### config.mk
export PLATFORM = sky130hd
export DESIGN_NAME = base32_text_decoder
export DESIGN_NICKNAME = d
export VERILOG_FILES = /design/src/rtl/b32dec_pkg.sv /design/src/rtl/b32dec_step.sv /design/src/rtl/base32_text_decoder.sv
export SDC_FILE = /design/constraint.sdc
export NUM_CORES = 1
export LEC_CHECK = 0
export ABC_AREA = 1
export BUFFER_PORTS_ARGS = -buffer_cell sky130_fd_sc_hd__buf_2
export CORE_UTILIZATION = 52
export CTS_CLUSTER_SIZE = 12
export DETAILED_ROUTE_END_ITERATION = 10
export HOLD_SLACK_MARGIN = 0.12
export PLACE_DENSITY = 0.76
export SETUP_SLACK_MARGIN = 0.05
export SLEW_MARGIN = 20
export SYNTH_ARGS = -nofsm -noshare
export SYNTH_HDL_FRONTEND = slang
export SYNTH_HIERARCHICAL = 1
export SYNTH_SLANG_ARGS = --single-unit
### constraint.sdc
create_clock -name clk -period 7.9 [get_ports clk]
set_input_delay 0.79 -clock clk [delete_from_list [all_inputs] [get_ports clk]]
set_output_delay 0.79 -clock clk [all_outputs]
set_load 0.01 [all_outputs]
### src/rtl/b32dec_pkg.sv
// Shared types and constants for the base32 text decoder.
`default_nettype none

package b32dec_pkg;

	// Command codes of an input item
	localparam logic CMD_CHAR = 1'b0;
	localparam logic CMD_END  = 1'b1;

	// Result kind codes
	localparam logic [1:0] KIND_DATA     = 2'd0;
	localparam logic [1:0] KIND_DONE     = 2'd1;
	localparam logic [1:0] KIND_BADSYM   = 2'd2;
	localparam logic [1:0] KIND_OVERFLOW = 2'd3;

	// Configuration register indexes
	localparam logic REG_CAPACITY = 1'b0;

	localparam logic [15:0] CAPACITY_RESET = 16'hffff;

	// One input item
	typedef struct packed {
		logic       command;
		logic [7:0] symbol;
	} in_item_t;

	// One result item
	typedef struct packed {
		logic [1:0]  kind;
		logic [7:0]  data_byte;
		logic [15:0] byte_count;
		logic        last;
	} out_item_t;

	// Per-text decoder state
	typedef struct packed {
		logic [6:0]  leftover_bits;
		logic [2:0]  leftover_count;
		logic [15:0] emitted_count;
		logic        error_latched;
		logic [1:0]  error_kind;
	} dec_state_t;

endpackage

`default_nettype wire

### src/rtl/b32dec_step.sv
// Combinational step of the decoder: classify one character or handle an end command, and update the state.
`default_nettype none

module b32dec_step (
	input  wire  b32dec_pkg::in_item_t   item,
	input  wire  b32dec_pkg::dec_state_t cur,
	input  wire  logic [15:0]            capacity,
	output b32dec_pkg::dec_state_t       nxt,
	output logic                         has_result,
	output b32dec_pkg::out_item_t        result
);

	logic       sym_skip;
	logic       sym_bad;
	logic [4:0] sym_val;
	logic [3:0] cnt;
	logic [2:0] rem;
	logic [11:0] acc;
	logic [11:0] shifted;
	logic [6:0] keep_mask;

	// Character classification
	always_comb begin
		sym_skip = 1'b0;
		sym_bad  = 1'b0;
		sym_val  = 5'd0;
		case (item.symbol) inside
			8'h20, 8'h09, 8'h0d, 8'h0a, 8'h2d, 8'h3d: sym_skip = 1'b1;
			[8'h41:8'h5a]: sym_val = 5'(item.symbol - 8'h41);
			[8'h61:8'h7a]: sym_val = 5'(item.symbol - 8'h61);
			[8'h32:8'h37]: sym_val = 5'(item.symbol - 8'h32 + 8'd26);
			default: sym_bad = 1'b1;
		endcase
	end

	// Accumulator: new 5 bits enter at the bottom
	assign acc       = {cur.leftover_bits, sym_val};
	assign cnt       = {1'b0, cur.leftover_count} + 4'd5;
	assign rem       = 3'(cnt - 4'd8);
	assign shifted   = acc >> rem;
	assign keep_mask = 7'((8'd1 << rem) - 8'd1);

	// Next state and result
	always_comb begin
		nxt               = cur;
		has_result        = 1'b0;
		result.kind       = b32dec_pkg::KIND_DATA;
		result.data_byte  = 8'd0;
		result.byte_count = cur.emitted_count;
		result.last       = 1'b1;
		if (item.command == b32dec_pkg::CMD_END) begin
			has_result  = 1'b1;
			result.kind = cur.error_latched ? cur.error_kind : b32dec_pkg::KIND_DONE;
			nxt         = '0;
		end else if (!cur.error_latched && !sym_skip) begin
			if (sym_bad) begin
				has_result        = 1'b1;
				result.kind       = b32dec_pkg::KIND_BADSYM;
				nxt.error_latched = 1'b1;
				nxt.error_kind    = b32dec_pkg::KIND_BADSYM;
			end else if (cnt < 4'd8) begin
				nxt.leftover_bits  = acc[6:0];
				nxt.leftover_count = cnt[2:0];
			end else if (cur.emitted_count >= capacity) begin
				has_result        = 1'b1;
				result.kind       = b32dec_pkg::KIND_OVERFLOW;
				nxt.error_latched = 1'b1;
				nxt.error_kind    = b32dec_pkg::KIND_OVERFLOW;
			end else begin
				has_result         = 1'b1;
				result.kind        = b32dec_pkg::KIND_DATA;
				result.data_byte   = shifted[7:0];
				result.byte_count  = cur.emitted_count + 16'd1;
				result.last        = 1'b0;
				nxt.leftover_bits  = acc[6:0] & keep_mask;
				nxt.leftover_count = rem;
				nxt.emitted_count  = cur.emitted_count + 16'd1;
			end
		end
	end

endmodule

`default_nettype wire

### src/rtl/base32_text_decoder.sv
// Base32 text decoder top level: input stage, decode step and result register.
//
// Usage: one character (or an end command) per transfer on the in_* channel;
// decoded bytes, the final done status or an error come out on the out_*
// channel, at most one result per input item. Skipped characters, partial
// symbols and characters after an error give no result.
// The capacity register (APB, address 0) bounds the byte count of one text;
// write it only while the decoder is idle.
// An accepted item is held in the input stage, decoded against the per-text state
// and registered in the result register once that register can take a result.
// Throughput: one item per cycle unless the receiver stalls; the decode step is a
// single short classify-shift-compare path from input stage to result register.
// When the receiver stalls, the result register holds, the input stage fills
// and in_ready drops; no item is lost or repeated.
// Reset: both stages empty, per-text state cleared, capacity = 65535.
// The end command returns done (or the latched error) with the byte count and
// clears the per-text state, dropping leftover bits.
`default_nettype none

module base32_text_decoder (
	input  wire  logic                  clk,
	input  wire  logic                  arst_n,
	input  wire  logic                  in_valid,
	output logic                        in_ready,
	input  wire  b32dec_pkg::in_item_t  in_item,
	output logic                        out_valid,
	input  wire  logic                  out_ready,
	output b32dec_pkg::out_item_t       out_item,
	input  wire  logic                  psel,
	input  wire  logic                  penable,
	input  wire  logic                  pwrite,
	input  wire  logic [2:0]            paddr,
	input  wire  logic [31:0]           pwdata,
	output logic [31:0]                 prdata,
	output logic                        pready
);

	logic                   item_valid_s1;
	b32dec_pkg::in_item_t   item_s1;
	b32dec_pkg::dec_state_t state_q;
	b32dec_pkg::dec_state_t state_nxt;
	logic [15:0]            capacity_q;
	logic                   res_valid_s2;
	b32dec_pkg::out_item_t  res_s2;
	logic                   step_has_res;
	b32dec_pkg::out_item_t  step_res;
	logic                   out_free;
	logic                   advance;

	// Configuration port
	assign pready = 1'b1;
	assign prdata = (paddr[2] == b32dec_pkg::REG_CAPACITY) ? {16'd0, capacity_q} : 32'd0;

	always_ff @(posedge clk or negedge arst_n) begin
		if (!arst_n) begin
			capacity_q <= b32dec_pkg::CAPACITY_RESET;
		end else if (psel && penable && pwrite && pready &&
				paddr[2] == b32dec_pkg::REG_CAPACITY) begin
			capacity_q <= pwdata[15:0];
		end
	end

	// Handshake: stage 1 moves on when the result register can take a result
	assign out_free = !res_valid_s2 || out_ready;
	assign advance  = item_valid_s1 && out_free;
	assign in_ready = !item_valid_s1 || out_free;

	// Input stage
	always_ff @(posedge clk or negedge arst_n) begin
		if (!arst_n) begin
			item_valid_s1 <= 1'b0;
		end else if (in_ready) begin
			item_valid_s1 <= in_valid;
		end
	end

	always_ff @(posedge clk) begin
		if (in_valid && in_ready) begin
			item_s1 <= in_item;
		end
	end

	// Decode step
	b32dec_step u_step (
		.item       (item_s1),
		.cur        (state_q),
		.capacity   (capacity_q),
		.nxt        (state_nxt),
		.has_result (step_has_res),
		.result     (step_res)
	);

	// Per-text state
	always_ff @(posedge clk or negedge arst_n) begin
		if (!arst_n) begin
			state_q <= '0;
		end else if (advance) begin
			state_q <= state_nxt;
		end
	end

	// Result register
	always_ff @(posedge clk or negedge arst_n) begin
		if (!arst_n) begin
			res_valid_s2 <= 1'b0;
		end else if (out_free) begin
			res_valid_s2 <= advance && step_has_res;
		end
	end

	always_ff @(posedge clk) begin
		if (advance && step_has_res) begin
			res_s2 <= step_res;
		end
	end

	assign out_valid = res_valid_s2;
	assign out_item  = res_s2;

	// Checks
	a_data_not_last: assert property (@(posedge clk) disable iff (!arst_n)
		out_valid && out_item.kind == b32dec_pkg::KIND_DATA |-> !out_item.last &&
		out_item.byte_count != 16'd0)
		else $error("data result marked last or with zero count");

	a_status_clean: assert property (@(posedge clk) disable iff (!arst_n)
		out_valid && out_item.kind != b32dec_pkg::KIND_DATA |->
		out_item.last && out_item.data_byte == 8'd0)
		else $error("status result with data or without last");

	a_error_latches: assert property (@(posedge clk) disable iff (!arst_n)
		advance && step_has_res && item_s1.command == b32dec_pkg::CMD_CHAR &&
		step_res.kind != b32dec_pkg::KIND_DATA |=> state_q.error_latched)
		else $error("error result without latched error");

	a_error_kind: assert property (@(posedge clk) disable iff (!arst_n)
		state_q.error_latched |-> state_q.error_kind == b32dec_pkg::KIND_BADSYM ||
		state_q.error_kind == b32dec_pkg::KIND_OVERFLOW)
		else $error("latched error kind is not an error code");

	a_end_clears: assert property (@(posedge clk) disable iff (!arst_n)
		advance && item_s1.command == b32dec_pkg::CMD_END |=>
		state_q.emitted_count == 16'd0 && !state_q.error_latched &&
		state_q.leftover_count == 3'd0)
		else $error("end command did not clear the text state");

endmodule

`default_nettype wire
* After elaboration in Yosys (flattened, before gate mapping)
Cells that the tools add are included.
** Word-level totals
- Flip-flop bits (word level) :: 83
- Input bits :: 51
- Output and inout port bits :: 62
- Word-level logic and storage cells :: 101
** Operators by class
- Add/subtract/negate cells :: 8
- Magnitude comparators :: 8
- Equality and inequality tests :: 11
- Shift operators :: 2
- Mux-type cells :: 31
- Bitwise operators :: 3
- Reduce and logical (&&, ||, !) cells :: 24
** Operator list (number)
- $mux W29 :: 2
- $mux W27 :: 2
- $mux W26 :: 2
- $mux W25 :: 2
- $eq A8 B4 Y1 const B :: 3
- $eq A8 B6 Y1 const B :: 3
- $mux W5 :: 4
- $mux W19 :: 1
- $mux W17 :: 1
- $add A16 B1 Y16 const B :: 1
- $ge A16 B16 Y1 :: 1
- $ge A8 B7 Y1 const B :: 2
- $le A8 B7 Y1 const B :: 2
- $mux W16 :: 1
- $shr A12 B3 Y8 :: 1
- $logic_and A1 B1 Y1 :: 10
- $mux W10 :: 1
- $sub A5 B1 Y5 const B :: 2
- $mux W1 :: 9
- $ge A8 B6 Y1 const B :: 1
- $le A8 B6 Y1 const B :: 1
- $mux W2 :: 4
- $reduce_and A4 Y1 :: 2
- $and A7 B7 Y7 :: 1
- 19 further kinds :: 28

* Longest topological paths before layout
- Word-level depth :: 12
- Mapped depth :: 19
- Depth with buffers taken out :: 19

* Cells and area by module
The synthesis kept the hierarchy.
** By module, submodules not included
- base32_text_decoder :: instances 1, cells each 299, area an instance 3266.9 sq um, seq. area each 2277.2 sq um
- b32dec_step :: instances 1, cells each 475, area an instance 2414.8 sq um, seq. area each 0.0 sq um

* Worst setup path before layout
No wires, ideal clock.
- Path type :: reg2reg
- From :: reg item_s1[1] (netlist name)
- To :: reg res_s2 (netlist bit out_item[0]) (enable)
- Setup time :: 0.411 ns
- Arrival time :: 2.809 ns
- Required time :: 7.489 ns
- Setup slack :: 4.680 ns
- Cell stages (with the launch flop) :: 13
- Path buffers :: 1
- Period minus slack after synthesis :: 3.220 ns
- Cell sequence :: edfxtp_1 -> inv_1 -> ha_1 -> o21ai_1 -> o21ai_0 -> nand3_1 -> buf_2 -> inv_1 -> nor2_1 -> o21ai_0 -> nand2_1 -> inv_1 -> nor2_1
** Between the ends
- Word-level cells in the longest chain between the ends :: 10
- Elaborated cells between the ends (all ways) :: 27
- Classes of those cells :: 6 x order compare; 6 x eq/ne; 8 x mux; 7 x reduce/logical
** RTL lines
- start: declaration :: RTL line base32_text_decoder.sv:39 : b32dec_pkg::in_item_t item_s1;
- start signal: assignment :: RTL line base32_text_decoder.sv:79 : item_s1 <= in_item;
- $ge A8 B6 Y1 (no source line) or $le A8 B6 Y1 (tied branches)
- $logic_and A1 B1 Y1 (no source line)
- $mux W1 (4 in series) :: RTL line b32dec_step.sv:27 : case (item.symbol) inside
- $mux W1 :: RTL line b32dec_step.sv:56 : if (sym_bad) begin
- $mux W1 (*) :: RTL line b32dec_step.sv:55 : end else if (!cur.error_latched && !sym_skip) begin
- $mux W1 (*) :: RTL line b32dec_step.sv:51 : if (item.command == b32dec_pkg::CMD_END) begin
- named net step_has_res :: RTL line base32_text_decoder.sv:45 : logic step_has_res;
- $logic_and A1 B1 Y1 (*) :: RTL line base32_text_decoder.sv:112 : if (advance && step_has_res) begin
- end signal: assignment :: RTL line base32_text_decoder.sv:113 : res_s2 <= step_res;
- end: declaration :: RTL line base32_text_decoder.sv:44 : b32dec_pkg::out_item_t res_s2;
The timed path passes the listed nets; every way through them passes the cells marked *.
A chain may end at the register's enable or synchronous reset.

* Worst setup path in the final report
- From :: in out_ready
- To :: reg res_s2 (netlist bit out_item[17]) (enable)
** Between the ends
- Word-level cells in the longest chain between the ends :: 3
** RTL lines
- start: declaration :: RTL line base32_text_decoder.sv:27 : input wire logic out_ready,
- $logic_or A1 B1 Y1 :: RTL line base32_text_decoder.sv:64 : assign out_free = !res_valid_s2 || out_ready;
- $logic_and A1 B1 Y1 :: RTL line base32_text_decoder.sv:65 : assign advance = item_valid_s1 && out_free;
- $logic_and A1 B1 Y1 :: RTL line base32_text_decoder.sv:112
No other way between the ends.

==> metrics.md <==
| Metric | Value |
|---|---|
| Critical path launch point type | input port |
| CP Class | input port to flop |
| Ys Warns | 6 |
| Tcrit/Tclk final | 41.7% |
| H-tree levels | 3 |
| Number of antenna diodes | 0 |
| Yosys reg bits | 83 |
| Power Internal | 813 µW |
| Area grow syn2layout | 9.29% |
| CTS Sinks | 83 |
| RSZ-0062 raised after global routing | no |
| Avg Inst Size Synth | 7.34 µm² |
| DRT Pass-1 Iters | 5 |
| Largest family of logic cells by synthesized area | simple AND/OR/NAND/NOR gates |
| CTS Buffer Depth | 2 |
| Combinational share of power | 31.1% |
| Antenna violations before repair | 0 |
| Transition time at the pin with the least slew margin | 1.14 ns |
| Setup TNS | 0 ns |
| Compound-Gate Fraction of Synth Area | 7.25% |
| I/O Buffers | 77 |
| Seq/Total Area, Yosys | 40.1% |
| Largest net degree at the start of global routing | 48 |
| Cell taking the most area after synthesis | edfxtp_1 |
| Die extent in y | 107 µm |
| Synth Area in XOR/XNOR | 0.617% |
| Class of the worst hold path | input port to async pin |
| ANT nets after route | 0 |
| Most frequent cells after synthesis | nand2_1, nand3_1, inv_1 |
| Switching pwr | 497 µW |
| Initial Util | 54.3% |
| # fillers | 965 |
| Slew Limit Fails | 0 |
| Outcome | completed |
| Hold Fails Final Rpt | 0 |
| Static leakage | 0.00330 µW |
| CTS buffer count | 9 |
| Final design utilization | 59.4% |
| Worst rel slew slack | 24.1% |
| Area contributors post-synth | edfxtp_1, nand2_1, dfrtp_1 |
| Vias in the first global route | 4,638 |
| I/O pin cnt | 113 |
| Post-synth EDFFs | 36 |
| Yosys cell types | 36 |
| Rows | 37 |
| CP peak stage delay | 0.99 ns |
| Achievable frequency | 0.304 GHz |
| Post-Route WL | 12.9 mm |
| Clock Skews | 0.0100 ns |
| Final #Nets | 912 |
| Via/cell ratio | 5.24 |
| DRC Markers | 0 |
| Mapped Area | 5680 µm² |
| Post-synthesis instance total | 774 |
| Synthesized-area fraction occupied by adder cells | 6.39% |
| Area of the die | 11,300 µm² |
| WL per Instance | 13.3 µm |
| P per Cell Area | 211 nW/µm² |
| R2R Setup Slk | 4.62 ns |
| GP Congestion | 0.900 |
| Critical-path top delay cell | nand2_1 |
| Setup bufs post-CTS | 0 |
| Root buf cell | clkbuf_8 |
| Crit end category | flop |
| Mux cell area share after synthesis | 0.176% |
| Asr flop ratio synth | 56.6% |
| Final setup violation count | 0 |
| First-pass GRT wire length | 21.8 mm |
| Switching share of total power | 37.9% |
| First DRT Iteration DRCs | 356 |
| Share of the synthesized area in the top cell type | 19.0% |
| Cell mode on critical path | nand2_1 |
| Routed vias | 5,094 |
| Worst EP required | 7.93 ns |
| Total of max-cap violations | 0 |
| Grt total ovfl | 0 |
| Arr. time, crit path | 3.33 ns |
| DPL Wire Length | 9.19 mm |
| Reg clk slew, reported paths | 0.08 ns |
| Worst-path fanout max | 31 |
| Core area | 10,500 µm² |
| Final Critical Period | 3.29 ns |
| Cts hold-fix bufs | 0 |
| Critical path cell sequence | buf_2 > inv_1 > nand2_1 > nand2_1 > nor2_2 > buf_4 |
| Die Wd | 107 µm |
| Clk Latency, worst-skew pair | 0.37 ns |
| CTS tree | built |
| Sequential fraction of design power | 44.8% |
| Most frequent cell after synthesis | nand2_1 |
| Resize count post-CTS | 0 |
| Maximum vdd drop | 0.000109 V |
| Simple-gate share of the synthesized area | 32.5% |
| Layout cell share with drive strength beyond 1 | 16.6% |
| Main synth FF type | edfxtp_1 |
| Clock power share | 24.1% |
| GRT Overall Usage | 24.1% |
[final cells by class]
type	count	area [µm²]	area share, %
timing repair buffer	78	395	6.37
clock buffer	10	138	2.22
multi-input combinational	544	2730	44.0
inverter	116	435	7.01
tap	136	170	2.74
clock inverter	6	63.8	1.03
sequential	83	2280	36.7
[placed cells by master, fill, tap and decap left out, types with 2 or more instances in the layout]
cell        Yosys  final
a21oi_1        26     26
buf_2          13     76
buf_4          19      2
clkbuf_8        0     10
clkinvlp_4      0      2
conb_1          2     17
dfrtp_1        31     31
dfstp_2        16     16
edfxtp_1       36     36
ha_1           29     29
inv_1         105    105
inv_2          11     11
nand2_1       216    216
nand2_2         4      4
nand2_4         3      3
nand3_1       107    107
nand3_2         2      2
nand3b_1        4      4
nand4_1         8      8
nor2_1         49     48
nor2_2          2      3
nor2_8          2      2
nor3_1         11     11
o21ai_0        33     33
o21ai_1        16     16
o22ai_1         2      2
or2_2           2      2
xnor2_1         2      2
xor2_1          2      2
[power groups by stage]
stage	combinational [µW]	sequential, µW	clock (µW)
finish	408	586	315
global placement	388	593	0
detailed placement	400	595	0
floorplan	303	585	0
CTS	404	586	321
global route	463	597	338
[critical path: cells and delay by family]
kind	cells	cell delay, ns
buffers and inverters	3	0.49
AND/OR/NAND/NOR	3	2.04
[state kept, by name, summed over array words and instances (netlist names)]
signal,cells
state_q,29
item_valid_s1,1
capacity_q,16
out_item,27
out_valid,1
item_s1,9
[metal layers]
| metal | track usage [%] | up-vias | wire length [µm] |
|---|---|---|---|
| met4 | 8.32 | 0 | 187 |
| met2 | 37.8 | 175 | 5890 |
| met3 | 3.74 | 18 | 777 |
| met1 | 33.9 | 2333 | 6070 |
| li1 | - | 2568 | - |
| met5 | 0 | - | 0 |
[metrics by stage]
| step | cell area [µm²] | setup WS, ns | hold WS [ns] | total power (µW) | instances |
|---|---|---|---|---|---|
| after floorplan | 5740 | 4.68 | 0.442 | 888 | 789 |
| after global routing | 6210 | 4.31 | 0.471 | 1400 | 973 |
| after detailed placement | 6010 | 4.29 | 0.461 | 995 | 957 |
| after CTS | 6210 | 4.65 | 0.477 | 1310 | 973 |
| final | 6210 | 4.61 | 0.438 | 1310 | 973 |
| after global placement | 6010 | 4.29 | 0.455 | 981 | 957 |
[final timing paths]
check	start	cells past startpoint	endpoint
min reg2reg	capacity_q[8]	2	capacity_q[8]
max in group asynchronous	arst_n	1	state_q[7]
max	out_ready	6	out_item[17]
min in group clk	capacity_q[8]	2	capacity_q[8]
min	arst_n	1	state_q[12]
max reg2reg	state_q[19]	17	state_q[28]
[cells by family after synthesis]
kind of cell,count (synthesis)
adder cells (fa/ha/maj),29
AO/OA/AOI/OAI,80
flip-flops,83
AND/OR/NAND/NOR,413
XOR/XNOR,4
other,2
multiplexers,1
buffers and inverters,162
Note: power is estimated with default switching activity, not from simulation.
